**src/text_console_lcd_command_gen_macros.svh**
```systemverilog
// Assertion macros shared by the console command generator modules.
// Expects signals named clock and reset in the including module.
`ifndef TEXT_CONSOLE_LCD_COMMAND_GEN_MACROS_SVH
`define TEXT_CONSOLE_LCD_COMMAND_GEN_MACROS_SVH

// Property holds on every edge outside reset.
`define TCLCD_ASSERT(label, prop, msg) \
   label: assert property (@(posedge clock) disable iff (reset) (prop)) else $error(msg);

// Trigger implies consequence on the next edge.
`define TCLCD_ASSERT_NEXT(label, trig, cons, msg) \
   label: assert property (@(posedge clock) disable iff (reset) (trig) |=> (cons)) \
      else $error(msg);

`endif

```
**src/tclcd_pkg.sv**
```systemverilog
// Types and constants for the text console display command generator.
// No dependencies; imported by the controller, datapath and top level.
`default_nettype none

package tclcd_pkg;

   localparam int LINE_CHARS = 20;
   localparam int COL_W      = $clog2(LINE_CHARS);
   localparam int CURSOR_RESET_INT = 300;

   localparam logic [15:0]      CURSOR_RESET = 16'(CURSOR_RESET_INT);
   localparam logic [COL_W-1:0] COL_RESET    = COL_W'(CURSOR_RESET_INT % LINE_CHARS);
   localparam logic [COL_W-1:0] COL_LAST     = COL_W'(LINE_CHARS - 1);
   localparam logic [COL_W:0]   LINE_STEP    = (COL_W + 1)'(LINE_CHARS);

   localparam logic [3:0] OP_START_LO  = 4'h8;
   localparam logic [3:0] OP_START_HI  = 4'h9;
   localparam logic [3:0] OP_CURSOR_LO = 4'ha;
   localparam logic [3:0] OP_CURSOR_HI = 4'hb;
   localparam logic [3:0] OP_DATA      = 4'hc;

   localparam logic [7:0] CHAR_NUL = 8'h00;
   localparam logic [7:0] CHAR_LF  = 8'h0a;
   localparam logic [7:0] CHAR_CR  = 8'h0d;

   typedef enum logic [3:0] {
      ST_IDLE,
      ST_DATA,
      ST_NL_CLO,
      ST_NL_CHI,
      ST_CLEAR,
      ST_SC_CLO,
      ST_SC_CHI,
      ST_START_LO,
      ST_START_HI
   } state_type;

   typedef enum logic [2:0] {
      SEL_CHAR,
      SEL_ZERO,
      SEL_CUR_LO,
      SEL_CUR_HI,
      SEL_START_LO,
      SEL_START_HI
   } sel_type;

   typedef struct packed {
      logic    load_char;
      logic    adv_char;
      logic    adv_nl;
      logic    cnt_clear;
      logic    cnt_step;
      logic    scroll;
      sel_type sel;
   } cmd_type;

   typedef struct packed {
      logic is_drop;
      logic is_nl;
      logic col_zero;
      logic clr_done;
   } stat_type;

endpackage

`default_nettype wire

```
**src/tclcd_dp.sv**
```systemverilog
// Datapath: cursor, column, display start, char latch and clear counter.
// Depends on tclcd_pkg; driven by tclcd_ctrl commands.
`default_nettype none

module tclcd_dp (
   input  wire logic              clock,
   input  wire logic              reset,
   input  wire logic [7:0]        req_char_byte,
   input  wire tclcd_pkg::cmd_type  cmd,
   output      tclcd_pkg::stat_type stat,
   output      logic [7:0]        data_byte
);
   import tclcd_pkg::*;

   logic [15:0]      cursor_ff, cursor_in;
   logic [15:0]      start_ff, start_in;
   logic [COL_W-1:0] col_ff, col_in;
   logic [COL_W-1:0] cnt_ff, cnt_in;
   logic [7:0]       char_ff, char_in;
   logic [16:0]      inc_sum;
   logic [16:0]      nl_sum;
   logic [COL_W:0]   nl_step;

   assign inc_sum = {1'b0, cursor_ff} + 17'd1;
   assign nl_step = LINE_STEP - {1'b0, col_ff};
   assign nl_sum  = {1'b0, cursor_ff} + 17'(nl_step);

   always_comb begin
      cursor_in = cursor_ff;
      col_in    = col_ff;
      start_in  = start_ff;
      cnt_in    = cnt_ff;
      char_in   = char_ff;
      if (cmd.load_char) begin
         char_in = req_char_byte;
      end
      if (cmd.adv_char) begin
         cursor_in = inc_sum[15:0];
         // column restarts on a line boundary or on address wrap
         if (inc_sum[16] || col_ff == COL_LAST) begin
            col_in = '0;
         end else begin
            col_in = col_ff + COL_W'(1);
         end
      end else if (cmd.adv_nl) begin
         cursor_in = nl_sum[15:0];
         // past a wrap the new address is below one line, so it is its own column
         if (nl_sum[16]) begin
            col_in = nl_sum[COL_W-1:0];
         end else begin
            col_in = '0;
         end
      end
      if (cmd.scroll) begin
         start_in = start_ff + 16'(LINE_CHARS);
      end
      if (cmd.cnt_clear) begin
         cnt_in = '0;
      end else if (cmd.cnt_step) begin
         cnt_in = cnt_ff + COL_W'(1);
      end
   end

   always_ff @(posedge clock) begin
      if (reset) begin
         cursor_ff <= CURSOR_RESET;
         col_ff    <= COL_RESET;
         start_ff  <= '0;
         cnt_ff    <= '0;
      end else begin
         cursor_ff <= cursor_in;
         col_ff    <= col_in;
         start_ff  <= start_in;
         cnt_ff    <= cnt_in;
      end
   end

   always_ff @(posedge clock) begin
      char_ff <= char_in;
   end

   always_comb begin
      stat.is_drop  = req_char_byte inside {CHAR_NUL, CHAR_CR};
      stat.is_nl    = (req_char_byte == CHAR_LF);
      stat.col_zero = (col_ff == '0);
      stat.clr_done = (cnt_ff == COL_LAST);
   end

   always_comb begin
      case (cmd.sel)
         SEL_CHAR:     data_byte = char_ff;
         SEL_ZERO:     data_byte = 8'h00;
         SEL_CUR_LO:   data_byte = cursor_ff[7:0];
         SEL_CUR_HI:   data_byte = cursor_ff[15:8];
         SEL_START_LO: data_byte = start_ff[7:0];
         SEL_START_HI: data_byte = start_ff[15:8];
         default:      data_byte = 8'h00;
      endcase
   end

`include "text_console_lcd_command_gen_macros.svh"

   `TCLCD_ASSERT(a_col_range, col_ff <= COL_LAST, "column out of range")
   `TCLCD_ASSERT_NEXT(a_nl_aligned, cmd.adv_nl && !nl_sum[16], col_ff == '0, "newline left column")
   `TCLCD_ASSERT_NEXT(a_scroll_step, cmd.scroll, start_ff == $past(start_ff) + 16'(LINE_CHARS),
      "display start did not advance one line")

endmodule

`default_nettype wire

```
**src/tclcd_ctrl.sv**
```systemverilog
// Controller: sequences the bus writes for each text byte.
// Depends on tclcd_pkg; commands tclcd_dp and reads its status.
`default_nettype none

module tclcd_ctrl (
   input  wire logic               clock,
   input  wire logic               reset,
   input  wire logic               req_valid,
   output      logic               req_ready,
   output      logic               rsp_valid,
   input  wire logic               rsp_ready,
   output      logic [3:0]         rsp_instruction_code,
   output      logic               rsp_last,
   input  wire tclcd_pkg::stat_type  stat,
   output      tclcd_pkg::cmd_type   cmd
);
   import tclcd_pkg::*;

   state_type state_ff, state_in;

   always_ff @(posedge clock) begin
      if (reset) begin
         state_ff <= ST_IDLE;
      end else begin
         state_ff <= state_in;
      end
   end

   always_comb begin
      state_in = state_ff;
      case (state_ff)
         ST_IDLE: begin
            if (req_valid) begin
               if (stat.is_drop) begin
                  state_in = ST_IDLE;
               end else if (stat.is_nl) begin
                  state_in = stat.col_zero ? ST_IDLE : ST_NL_CLO;
               end else begin
                  state_in = ST_DATA;
               end
            end
         end
         ST_DATA:     if (rsp_ready) state_in = stat.col_zero ? ST_CLEAR : ST_IDLE;
         ST_NL_CLO:   if (rsp_ready) state_in = ST_NL_CHI;
         ST_NL_CHI:   if (rsp_ready) state_in = ST_CLEAR;
         ST_CLEAR:    if (rsp_ready && stat.clr_done) state_in = ST_SC_CLO;
         ST_SC_CLO:   if (rsp_ready) state_in = ST_SC_CHI;
         ST_SC_CHI:   if (rsp_ready) state_in = ST_START_LO;
         ST_START_LO: if (rsp_ready) state_in = ST_START_HI;
         ST_START_HI: if (rsp_ready) state_in = ST_IDLE;
         default:     state_in = ST_IDLE;
      endcase
   end

   always_comb begin
      req_ready            = 1'b0;
      rsp_valid            = 1'b1;
      rsp_instruction_code = OP_DATA;
      rsp_last             = 1'b0;
      cmd                  = '0;
      cmd.sel              = SEL_ZERO;
      case (state_ff)
         ST_IDLE: begin
            req_ready     = 1'b1;
            rsp_valid     = 1'b0;
            cmd.cnt_clear = 1'b1;
            if (req_valid && !stat.is_drop) begin
               cmd.load_char = !stat.is_nl;
               cmd.adv_char  = !stat.is_nl;
               cmd.adv_nl    = stat.is_nl && !stat.col_zero;
            end
         end
         ST_DATA: begin
            cmd.sel  = SEL_CHAR;
            rsp_last = !stat.col_zero;
         end
         ST_NL_CLO, ST_SC_CLO: begin
            rsp_instruction_code = OP_CURSOR_LO;
            cmd.sel              = SEL_CUR_LO;
         end
         ST_NL_CHI: begin
            rsp_instruction_code = OP_CURSOR_HI;
            cmd.sel              = SEL_CUR_HI;
         end
         ST_CLEAR: begin
            cmd.cnt_step = rsp_ready;
         end
         ST_SC_CHI: begin
            rsp_instruction_code = OP_CURSOR_HI;
            cmd.sel              = SEL_CUR_HI;
            // advance the display start before its two beats go out
            cmd.scroll           = rsp_ready;
         end
         ST_START_LO: begin
            rsp_instruction_code = OP_START_LO;
            cmd.sel              = SEL_START_LO;
         end
         ST_START_HI: begin
            rsp_instruction_code = OP_START_HI;
            cmd.sel              = SEL_START_HI;
            rsp_last             = 1'b1;
         end
         default: begin
            rsp_valid = 1'b0;
         end
      endcase
   end

`include "text_console_lcd_command_gen_macros.svh"

   `TCLCD_ASSERT(a_one_side, !(req_ready && rsp_valid), "input taken while a beat is pending")
   `TCLCD_ASSERT_NEXT(a_hold_on_stall, rsp_valid && !rsp_ready, state_ff == $past(state_ff),
      "state moved while beat stalled")
   `TCLCD_ASSERT_NEXT(a_last_ends, rsp_valid && rsp_ready && rsp_last, state_ff == ST_IDLE,
      "last beat did not end the sequence")

endmodule

`default_nettype wire

```
**src/text_console_lcd_command_gen.sv**
```systemverilog
// Text console display command generator, top level.
// A printable byte gives its data beat in the cycle after acceptance.
// Bus beats go out one per cycle while rsp_ready is high; a dropped byte gives no beat,
// a plain char gives one, and a wrap or newline gives up to 26 beats at 20 columns.
// A new byte is taken only once the last one's beats are done. Synchronous reset sets the
// cursor to 300, display start to 0 and returns the controller to idle.
`default_nettype none

module text_console_lcd_command_gen (
   input  wire logic       clock,
   input  wire logic       reset,
   input  wire logic       req_valid,
   output      logic       req_ready,
   input  wire logic [7:0] req_char_byte,
   output      logic       rsp_valid,
   input  wire logic       rsp_ready,
   output      logic [3:0] rsp_instruction_code,
   output      logic [7:0] rsp_data_byte,
   output      logic       rsp_last
);
   import tclcd_pkg::*;

   cmd_type  cmd;
   stat_type stat;

   tclcd_ctrl u_ctrl (
      .clock                (clock),
      .reset                (reset),
      .req_valid            (req_valid),
      .req_ready            (req_ready),
      .rsp_valid            (rsp_valid),
      .rsp_ready            (rsp_ready),
      .rsp_instruction_code (rsp_instruction_code),
      .rsp_last             (rsp_last),
      .stat                 (stat),
      .cmd                  (cmd)
   );

   tclcd_dp u_dp (
      .clock         (clock),
      .reset         (reset),
      .req_char_byte (req_char_byte),
      .cmd           (cmd),
      .stat          (stat),
      .data_byte     (rsp_data_byte)
   );

endmodule

`default_nettype wire
```
**config.mk**
```make
export PLATFORM = sky130hd
export DESIGN_NAME = text_console_lcd_command_gen
export DESIGN_NICKNAME = d
export VERILOG_FILES = /design/src/tclcd_pkg.sv /design/src/tclcd_dp.sv /design/src/tclcd_ctrl.sv /design/src/text_console_lcd_command_gen.sv
export VERILOG_INCLUDE_DIRS = /design/src /design/src/src
export SDC_FILE = /design/constraint.sdc
export NUM_CORES = 1
export LEC_CHECK = 0
export BUFFER_PORTS_ARGS = -buffer_cell sky130_fd_sc_hd__clkbuf_2
export CAP_MARGIN = 20
export CORE_MARGIN = 2
export CORE_UTILIZATION = 60
export DETAILED_ROUTE_END_ITERATION = 7
export PLACE_DENSITY = 0.91
export RECOVER_POWER = 50
export SLEW_MARGIN = 20
export SYNTH_ARGS = -nofsm -noshare
export SYNTH_HDL_FRONTEND = slang
export SYNTH_SLANG_ARGS = --single-unit
```
**constraint.sdc**
```tcl
create_clock -name clock -period 4.1 [get_ports clock]
set_clock_uncertainty 0.15 [all_clocks]
set_input_delay 0.615 -clock clock [delete_from_list [all_inputs] [get_ports clock]]
set_output_delay 0.615 -clock clock [all_outputs]
set_load 0.05 [all_outputs]
```
# == After elaboration in Yosys (flattened, before gate mapping) ==
# Index checks and enable logic that the tools add are counted.
# totals
romBits,0
latchBits,0
n_memories,0
in_bits,12
output_inout_bits,15
ramBits,0
ff_bits,54
word_cells,85
# op_classes
n_bitwise,0
n_eq_ne,25
reduce_logical,18
n_mul,0
magnitude_cmp,0
mux,30
n_shift,0
addsub,6
div,0
# op_table
op,n
4-bit 2-to-1 mux,12
8-bit case mux with 5 select lines,1
4-bit case mux with 9 select lines,1
16-bit 2-to-1 mux,2
5-bit 2-to-1 mux,4
16-bit by 1-bit adder with 17-bit output (second input constant),1
16-bit by 6-bit adder with 17-bit output,1
16-bit by 5-bit adder with 16-bit output (second input constant),1
4-bit by 3-bit == test with 1-bit output (second input constant),4
8-bit by 4-bit == test with 1-bit output (second input constant),2
2-bit inequality test (second input constant),8
3-bit case mux with 5 select lines,1
3-bit case mux with 4 select lines,1
5-bit by 1-bit adder with 5-bit output (second input constant),2
5-bit == test (second input constant),2
9-bit AND reduction,1
4-bit by 2-bit == test with 1-bit output (second input constant),2
8-bit logical NOT,1
8-bit OR reduction,1
3-bit by 2-bit == test with 1-bit output (second input constant),2
3-bit == test (second input constant),2
3-bit 2-to-1 mux,2
2-bit OR reduction,3
5-bit by 5-bit subtractor with 6-bit output (first input constant),1
13 further kinds,21

# == Longest topological paths before layout ==
# Gate-level depths: netlist (run 1).
# logic_depth
word_depth,8
ltp_mapped,13
depth_no_buf,12

# == Hierarchy ==
# Synthesis (run 1) repeated with hierarchy kept, for this count alone.
# hier_totals
hier_cells,405
hier_area_um2,3417.0
# by_module_without_submodules
mod,cells_per_inst,area_per_inst_um2,instances,seq_area_each_um2
tclcd_dp,339,2937.8,1,1041.0
tclcd_ctrl,66,479.2,1,80.1

# == Worst setup path before layout (run 1) ==
# OpenSTA, ideal clock, no wires.
# synth_path
path_type,reg-to-output
startpoint,register u_ctrl.state_ff[0]
endpoint,output rsp_data_byte[3]
t_required_ps,3335
path_stages_with_launch,12
t_arrival_ps,3516
path_slack_ps,-181
n_path_buf,2
path_cell_list,dfxtp_1 > buf_2 > clkbuf_1 > nand2_1 > xnor2_1 > or2_2 > ha_1 > nor4_1 > a22oi_1 > nand2_1 > nand2_1 > a21oi_1
# synth_between
elab_chain_len,5
elab_cells_between_ends,16
cone_classes,11 x eq/ne; 2 x mux; 3 x reduce/logical
# synth_lines
element,line_no,rtl
from (decl),tclcd_ctrl.sv:19,"state_type state_ff, state_in;"
from (signal assigned),tclcd_ctrl.sv:25,state_ff <= state_in;
4-bit by 2-bit == test with 1-bit output or 4-bit by 3-bit == test with 1-bit output (tied branches),tclcd_ctrl.sv:62,case (state_ff)
"2-bit OR reduction, on equally long branches",n/a,
3-bit case mux with 5 select lines *,tclcd_ctrl.sv:62,
3-bit == test (tied with other cells),tclcd_dp.sv:90,case (cmd.sel)
8-bit case mux with 5 select lines *,tclcd_dp.sv:90,
to (decl),text_console_lcd_command_gen.sv:18,"output logic [7:0] rsp_data_byte,"
# Every way passes the cells marked *; elsewhere a longest branch is shown, timed or not.

# == Final worst setup path (run 1) ==
# layout_path
startpoint,register u_ctrl.state_ff[2]
endpoint,output rsp_data_byte[0]
# The elaborated chain is that of the path after synthesis.

==> impl_metrics.yaml, run 1 <==
run_status:
  outcome: "finished clean"
cells_and_area:
  n_antenna_cell: 0
  fillers: 452
  final_area_sq_um: 3670
  fin_nets: 469
  area_delta_synth_final_pct: 8.58
  layout-drive-gt1-share_pct: 11.0
yosys:
  synth_edf_count: 8
  async_reset_ff_share_pct: 0
  synthTopCellsByCount: "52 x nand2_1, 45 x nor2_1, 44 x dfxtp_1"
  netlist_instances: 425
  yosysTopAreaCell: "dfxtp_1"
  synth.most_common_cell: "nand2_1"
  synth_ff_type: "dfxtp_1"
  yosys_register_bits: 52
  synth_nets: 451
  avgSynthCellArea_sq_um: 7.96
  yosysSeqAreaShare_pct: 33.1
  yosys-top-cells-area: "dfxtp_1 26%, edfxtp_1 7.1%, nand2_1 5.8%"
  yosysUniqueCellTypes: 66
  netlist_area_sq_um: 3380
  synth_top_cell_area_share_pct: 26.0
  ys_warn_count: 0
worst_setup_path:
  startpoint_type: "flip-flop"
  arrival_ns: 3.05
  rrSetupSlack_ns: 1.01
  critical_path_class: "flip-flop to primary output"
  worstPathRequired_ns: 3.34
  cp-startpoint: "u_ctrl.state_ff[2]$_SDFFE_PP0P_"
  rr_endpoint: "u_dp.cursor_ff[9]$_SDFFE_PP0P_"
  path_max_fanout: 16
  endpoint: "rsp_data_byte[0]"
  crit_path_end_kind: "primary output"
  r2r_cells: 9
  timing.rr.start: "u_dp.col_ff[2]$_SDFFE_PP0P_"
placed_design:
  gp_congestion: 0.935
  io_buffer_count: 25
  placed_cell_area_sq_um: 3580
  place_hpwl_mm: 6.33
sta:
  rsz0062_at_grt: "false"
  finalCritPeriodShare_pct: 93.1
  max_freq_mhz: 262
  setup_viol: 0
  relSlewSlack_pct: 40.6
  worst_pin_slew_ns: 0.879
  fin_crit_ns: 3.82
  final_hold_viol_count: 0
  finalSetupTns_ns: 0
  slew_viol_final: 0
global_routing:
  grt_max_degree: 42
  antenna_found_initial: 0
  grt_pass1_vias: 3067
  overflow: 0
  grt_pass1_wl_mm: 14.1
  grt_use_total_pct: 28.4
floorplan:
  die_x_um: 79.1
  die_h_um: 79.1
  rows: 27
  core_sq_um: 5470
  die-area_sq_um: 6250
  top_level_ports: 27
  initial_utilization_pct: 61.8
power:
  power.density_nw_per_um2: 541
  p_comb_share_pct: 50.7
  p_leak_nw: 1.32
  switching_share_pct: 48.5
  peakVddDrop_mv: 0.295
  seq_power_share_pct: 33.9
  clkPwrFrac_pct: 15.5
  internal_power_mw: 1.02
  power_switching_mw: 0.963
cts:
  clock_sinks: 52
  clock_latency_ns: 0.32
  clk_pin_slew_ns: 0.09
  htree_num_levels: 2
  cts_buffer_depth: 2
  root_buffer: "clkbuf_8"
  cts_buffers: 5
  cts_tree: "yes"
flow_run:
  max_cap_viol_count: 0
drt:
  wl_per_cell_um: 16.6
  dr.pass1.iters: 5
  via_count: 3283
  viasPerCell: 6.36
  drtIter0Drc: 312
  drc: 0
  routed_wl_mm: 8.58
  drtAntennaViolNets: 0
hold_path:
  hold_class: "flip-flop to flip-flop"
power groups by stage:
stage	combinational, mW	sequential (mW)	clock (mW)
finish	1.01	0.672	0.308
global route	1.09	0.680	0.336
CTS	0.985	0.666	0.313
detailed placement	0.974	0.679	0
global placement	0.940	0.675	0
floorplan	0.811	0.619	0
metal layers:
metal / vias to the layer above / track usage [%] / routed length, um
met5: - / 0 / 0
met4: 0 / 15.9 / 353
met3: 38 / 5.00 / 604
met2: 156 / 46.4 / 4110
met1: 1514 / 35.4 / 3510
li1: 1575 / - / -
layout by cell type (no fill, tap or decap), types with 3 or more instances in the layout:
cell        n
a2111oi_2   4
and3_1      5
and2_1      3
a21oi_2     6
a22oi_1    14
nor2b_1     3
xor2_1     15
or4_1       3
nand3_1    17
buf_4       6
nand2b_1    4
dfxtp_1    42
clkbuf_8    5
clkbuf_1    9
nor2_1     45
o21bai_1    4
nand4_1     9
a211oi_1    4
xnor2_1    16
clkbuf_2   16
nor4_1      3
a221oi_1    3
or3_1       6
nor3_1      9
a21oi_1    31
edfxtp_1    8
inv_1      13
o21ai_1     8
ha_1       13
a21o_1      3
o21ai_0    14
nand2_1    52
cells by family after synthesis:
group | Yosys count | synth area share, %
buffers and inverters | 33 | 3.88
multiplexers | 3 | 0.925
other | 1 | 0.111
AO/OA/AOI/OAI | 112 | 21.6
AND/OR/NAND/NOR | 179 | 26.9
adder cells (fa/ha/maj) | 14 | 5.40
flip-flops | 52 | 33.1
XOR/XNOR | 31 | 8.03
worst max-delay path: stages, from the launching register on:
cell,delay [ns]
dfxtp_2,0.42
nor3_1,0.57
a21oi_1,0.16
ha_1,0.31
o21ai_0,0.22
o221ai_1,0.34
buf_4,0.29
o21ai_2,0.14
clkbuf_2,0.29
layout make-up:
| cell class | count | area (sq um) | area share (%) |
|---|---|---|---|
| flip-flops and latches | 52 | 1120 | 30.6 |
| clock inverters | 3 | 22.5 | 0.613 |
| multi-input cells | 340 | 2160 | 58.8 |
| clock buffers | 5 | 68.8 | 1.87 |
| repair buffers | 31 | 159 | 4.33 |
| well taps | 72 | 90.1 | 2.45 |
| inverters | 13 | 48.8 | 1.33 |
state kept, by name (all words and copies together) (netlist names):
signal / cells
u_dp.cursor_ff: 16
u_dp.start_ff: 14
u_dp.char_ff: 8
u_dp.cnt_ff: 5
u_dp.col_ff: 5
u_ctrl.state_ff: 4
metrics by stage:
step	hold WS, ns	power (mW)	cells	utilization [%]	setup WS (ns)
5_1_grt	0.384	2.10	516	67.1	0.113
3_5_place_dp	0.354	1.65	507	65.5	0.555
2_1_floorplan	0.316	1.43	425	-	0.100
4_1_cts	0.349	1.96	515	67.1	0.184
3_3_place_gp	0.335	1.61	507	65.5	0.753
6_report	0.366	1.99	516	67.1	0.283
repair_timing:
item / 4_1_cts / 5_1_grt
endpoints found under the setup margin: 0 / 4
hold buffers: 0 / 0
gates resized for setup: 0 / 3
setup buffers: 0 / 0
worst min path at each step:
stage	from	end	slack (ns)	cells after the start
3_3_place_gp	u_dp.start_ff[8]$_SDFFE_PP0P_	u_dp.start_ff[8]$_SDFFE_PP0P_	0.33	2
3_5_place_dp	u_dp.start_ff[3]$_SDFFE_PP0P_	u_dp.start_ff[3]$_SDFFE_PP0P_	0.35	2
4_1_cts	req_char_byte[5]	u_dp.char_ff[5]$_DFFE_PP_	0.35	1
6_report	u_dp.start_ff[3]$_SDFFE_PP0P_	u_dp.start_ff[3]$_SDFFE_PP0P_	0.37	2
2_1_floorplan	u_dp.start_ff[3]$_SDFFE_PP0P_	u_dp.start_ff[3]$_SDFFE_PP0P_	0.32	2
5_1_grt	req_char_byte[5]	u_dp.char_ff[5]$_DFFE_PP_	0.38	1
No activity file was read; power rests on OpenSTA's default activity.
==> run 2: changes to the inputs <==
==> constraint.sdc (replaced) <==
create_clock -name clock -period 3.7 [get_ports clock]
set_clock_uncertainty 0.15 [all_clocks]
set_input_delay 0.555 -clock clock [delete_from_list [all_inputs] [get_ports clock]]
set_output_delay 0.555 -clock clock [all_outputs]
set_load 0.05 [all_outputs]
==> run 2 against run 1 <==
Count of clock-buffer cells in the layout is 1 higher. Sequential share of layout area down 0.26 points. First-iteration DRC count grew 5.4%. Clock power is 4% higher. Critical path type is now flip-flop to flip-flop. Global-route usage is 0.21 points higher. Design area up 0.75%.
==> impl_metrics.yaml, run 2 (synthesized netlist as in run 1, its figures left out) <==
sta:
  slew_viol_final: 0
  finalSetupTns_ns: 0
  worst_pin_slew_ns: 1.17
  setup_viol: 0
  final_hold_viol_count: 0
  rsz0062_at_grt: "false"
  max_freq_mhz: 286
  relSlewSlack_pct: 21.5
  fin_crit_ns: 3.49
  finalCritPeriodShare_pct: 94.4
drt:
  routed_wl_mm: 8.64
  dr.pass1.iters: 8
  drtAntennaViolNets: 0
  drc: 0
  viasPerCell: 6.32
  drtIter0Drc: 329
  via_count: 3281
  wl_per_cell_um: 16.6
cells_and_area:
  regMostFlops: "u_dp.cursor_ff"
  n_antenna_cell: 0
  fin_nets: 472
  area_delta_synth_final_pct: 9.40
  fillers: 441
  layout_common_cells: "52 x nand2_1, 45 x nor2_1, 43 x dfxtp_1, 31 x a21oi_1, 17 x nand3_1"
  largest_register_ffs: 16
  reg_top3: "u_dp.cursor_ff x16, u_dp.start_ff x14, u_dp.char_ff x8"
  layout-drive-gt1-share_pct: 11.4
  final_area_sq_um: 3700
  final_common_cell: "nand2_1"
  fin_cells: 519
worst_setup_path:
  rrSetupSlack_ns: 0.21
  crit_path_end_kind: "flip-flop"
  cp-startpoint: "u_ctrl.state_ff[2]$_SDFFE_PP0P_"
  path_max_fanout: 9
  startpoint_type: "flip-flop"
  timing.rr.start: "u_ctrl.state_ff[2]$_SDFFE_PP0P_"
  worstPathRequired_ns: 3.71
  path_cells: "clkbuf_1 > nor4_1 > nand2_1 > or4_4 > a2111oi_2 > xnor2_1 > nor2_1"
  critical_path_class: "flip-flop to flip-flop"
  critPathSlowestCell: "nor4_1"
  arrival_ns: 3.50
  slowest_delay_ns: 1.01
placed_design:
  gp_congestion: 0.895
  place_hpwl_mm: 6.45
  placed_cell_area_sq_um: 3630
  io_buffer_count: 25
  place_inst: 511
global_routing:
  grt_pass1_wl_mm: 14.3
  antenna_found_initial: 0
  overflow: 0
  grt_pass1_vias: 3041
  grt_max_degree: 42
  grt_use_total_pct: 28.6
cts:
  htree_num_levels: 2
  clock_latency_ns: 0.30
  cts_buffer_depth: 2
  clk_pin_slew_ns: 0.09
  ctsHoldBuffers: 0
  clock_sinks: 52
  cts_tree: "yes"
  post-cts-setup-buffers: 0
  root_buffer: "clkbuf_8"
  cts_buffers: 5
power:
  peakVddDrop_mv: 0.337
  clkPwrFrac_pct: 14.6
  power.density_nw_per_um2: 594
  switching_share_pct: 48.3
  p_comb_share_pct: 51.8
  p_leak_nw: 1.32
  seq_power_share_pct: 33.6
  power_switching_mw: 1.06
  internal_power_mw: 1.13
run_status:
  outcome: "finished clean"
floorplan:
  die-area_sq_um: 6250
  die_x_um: 79.1
  core_sq_um: 5470
  initial_utilization_pct: 61.8
  rows: 27
  top_level_ports: 27
  die_h_um: 79.1
flow_run:
  max_cap_viol_count: 0
hold_path:
  hold_class: "input port to flip-flop"
  min_from: "req_char_byte[5]"
run 2: layout make-up:
class | count | area, sq um | area share [%]
clock buffer | 6 | 72.6 | 1.96
sequential | 52 | 1120 | 30.3
tap | 72 | 90.1 | 2.43
multi-input combinational | 340 | 2180 | 58.8
inverter | 13 | 48.8 | 1.32
clock inverter | 2 | 12.5 | 0.338
timing repair buffer | 34 | 176 | 4.77
run 2: metal layers:
layer	track usage [%]	routed length [um]
met5	0	0
met4	8.62	172
met3	3.75	560
met2	49.7	4190
met1	37.2	3720
run 2: critical path: cells and delay by family (launching register included):
| family | cells | cell delay [ns] |
|---|---|---|
| AOI/OAI and AO/OA | 1 | 0.44 |
| xor gates and xnor gates | 1 | 0.17 |
| buffers and inverters | 1 | 0.22 |
| DFF | 1 | 0.39 |
| and+or+nand+nor | 4 | 1.99 |
run 2: worst paths after layout:
check	endpoint	depth (start not counted)
min	u_dp.char_ff[5]$_DFFE_PP_	1
min reg2reg	u_dp.start_ff[8]$_SDFFE_PP0P_	2
max reg2reg	u_dp.cursor_ff[10]$_SDFFE_PP0P_	7
max	u_dp.cursor_ff[10]$_SDFFE_PP0P_	7
run 2: through the flow:
step / worst slack (ns) / power [mW] / utilization (%) / hold WS [ns]
after floorplan: 0.00628 / 1.59 / - / 0.316
after global placement: 0.516 / 1.84 / 66.3 / 0.340
after detailed placement: 0.307 / 1.88 / 66.3 / 0.347
after CTS: 0.128 / 2.20 / 68.0 / 0.300
after global routing: 0.0158 / 2.33 / 67.6 / 0.356
final: 0.208 / 2.20 / 67.6 / 0.321
run 2: power by group through the flow:
stage	Combinational, mW	Sequential [mW]	Clock (mW)
2_1_floorplan	0.908	0.686	0
3_3_place_gp	1.09	0.745	0
3_5_place_dp	1.13	0.745	0
4_1_cts	1.14	0.733	0.323
5_1_grt	1.24	0.745	0.342
6_report	1.14	0.738	0.320
run 2: timing repair:
| action | CTS | global route |
|---|---|---|
| endpoints found under the setup margin | 7 | 6 |
| pin swaps | 0 | 0 |
| resized for setup | 1 | 3 |
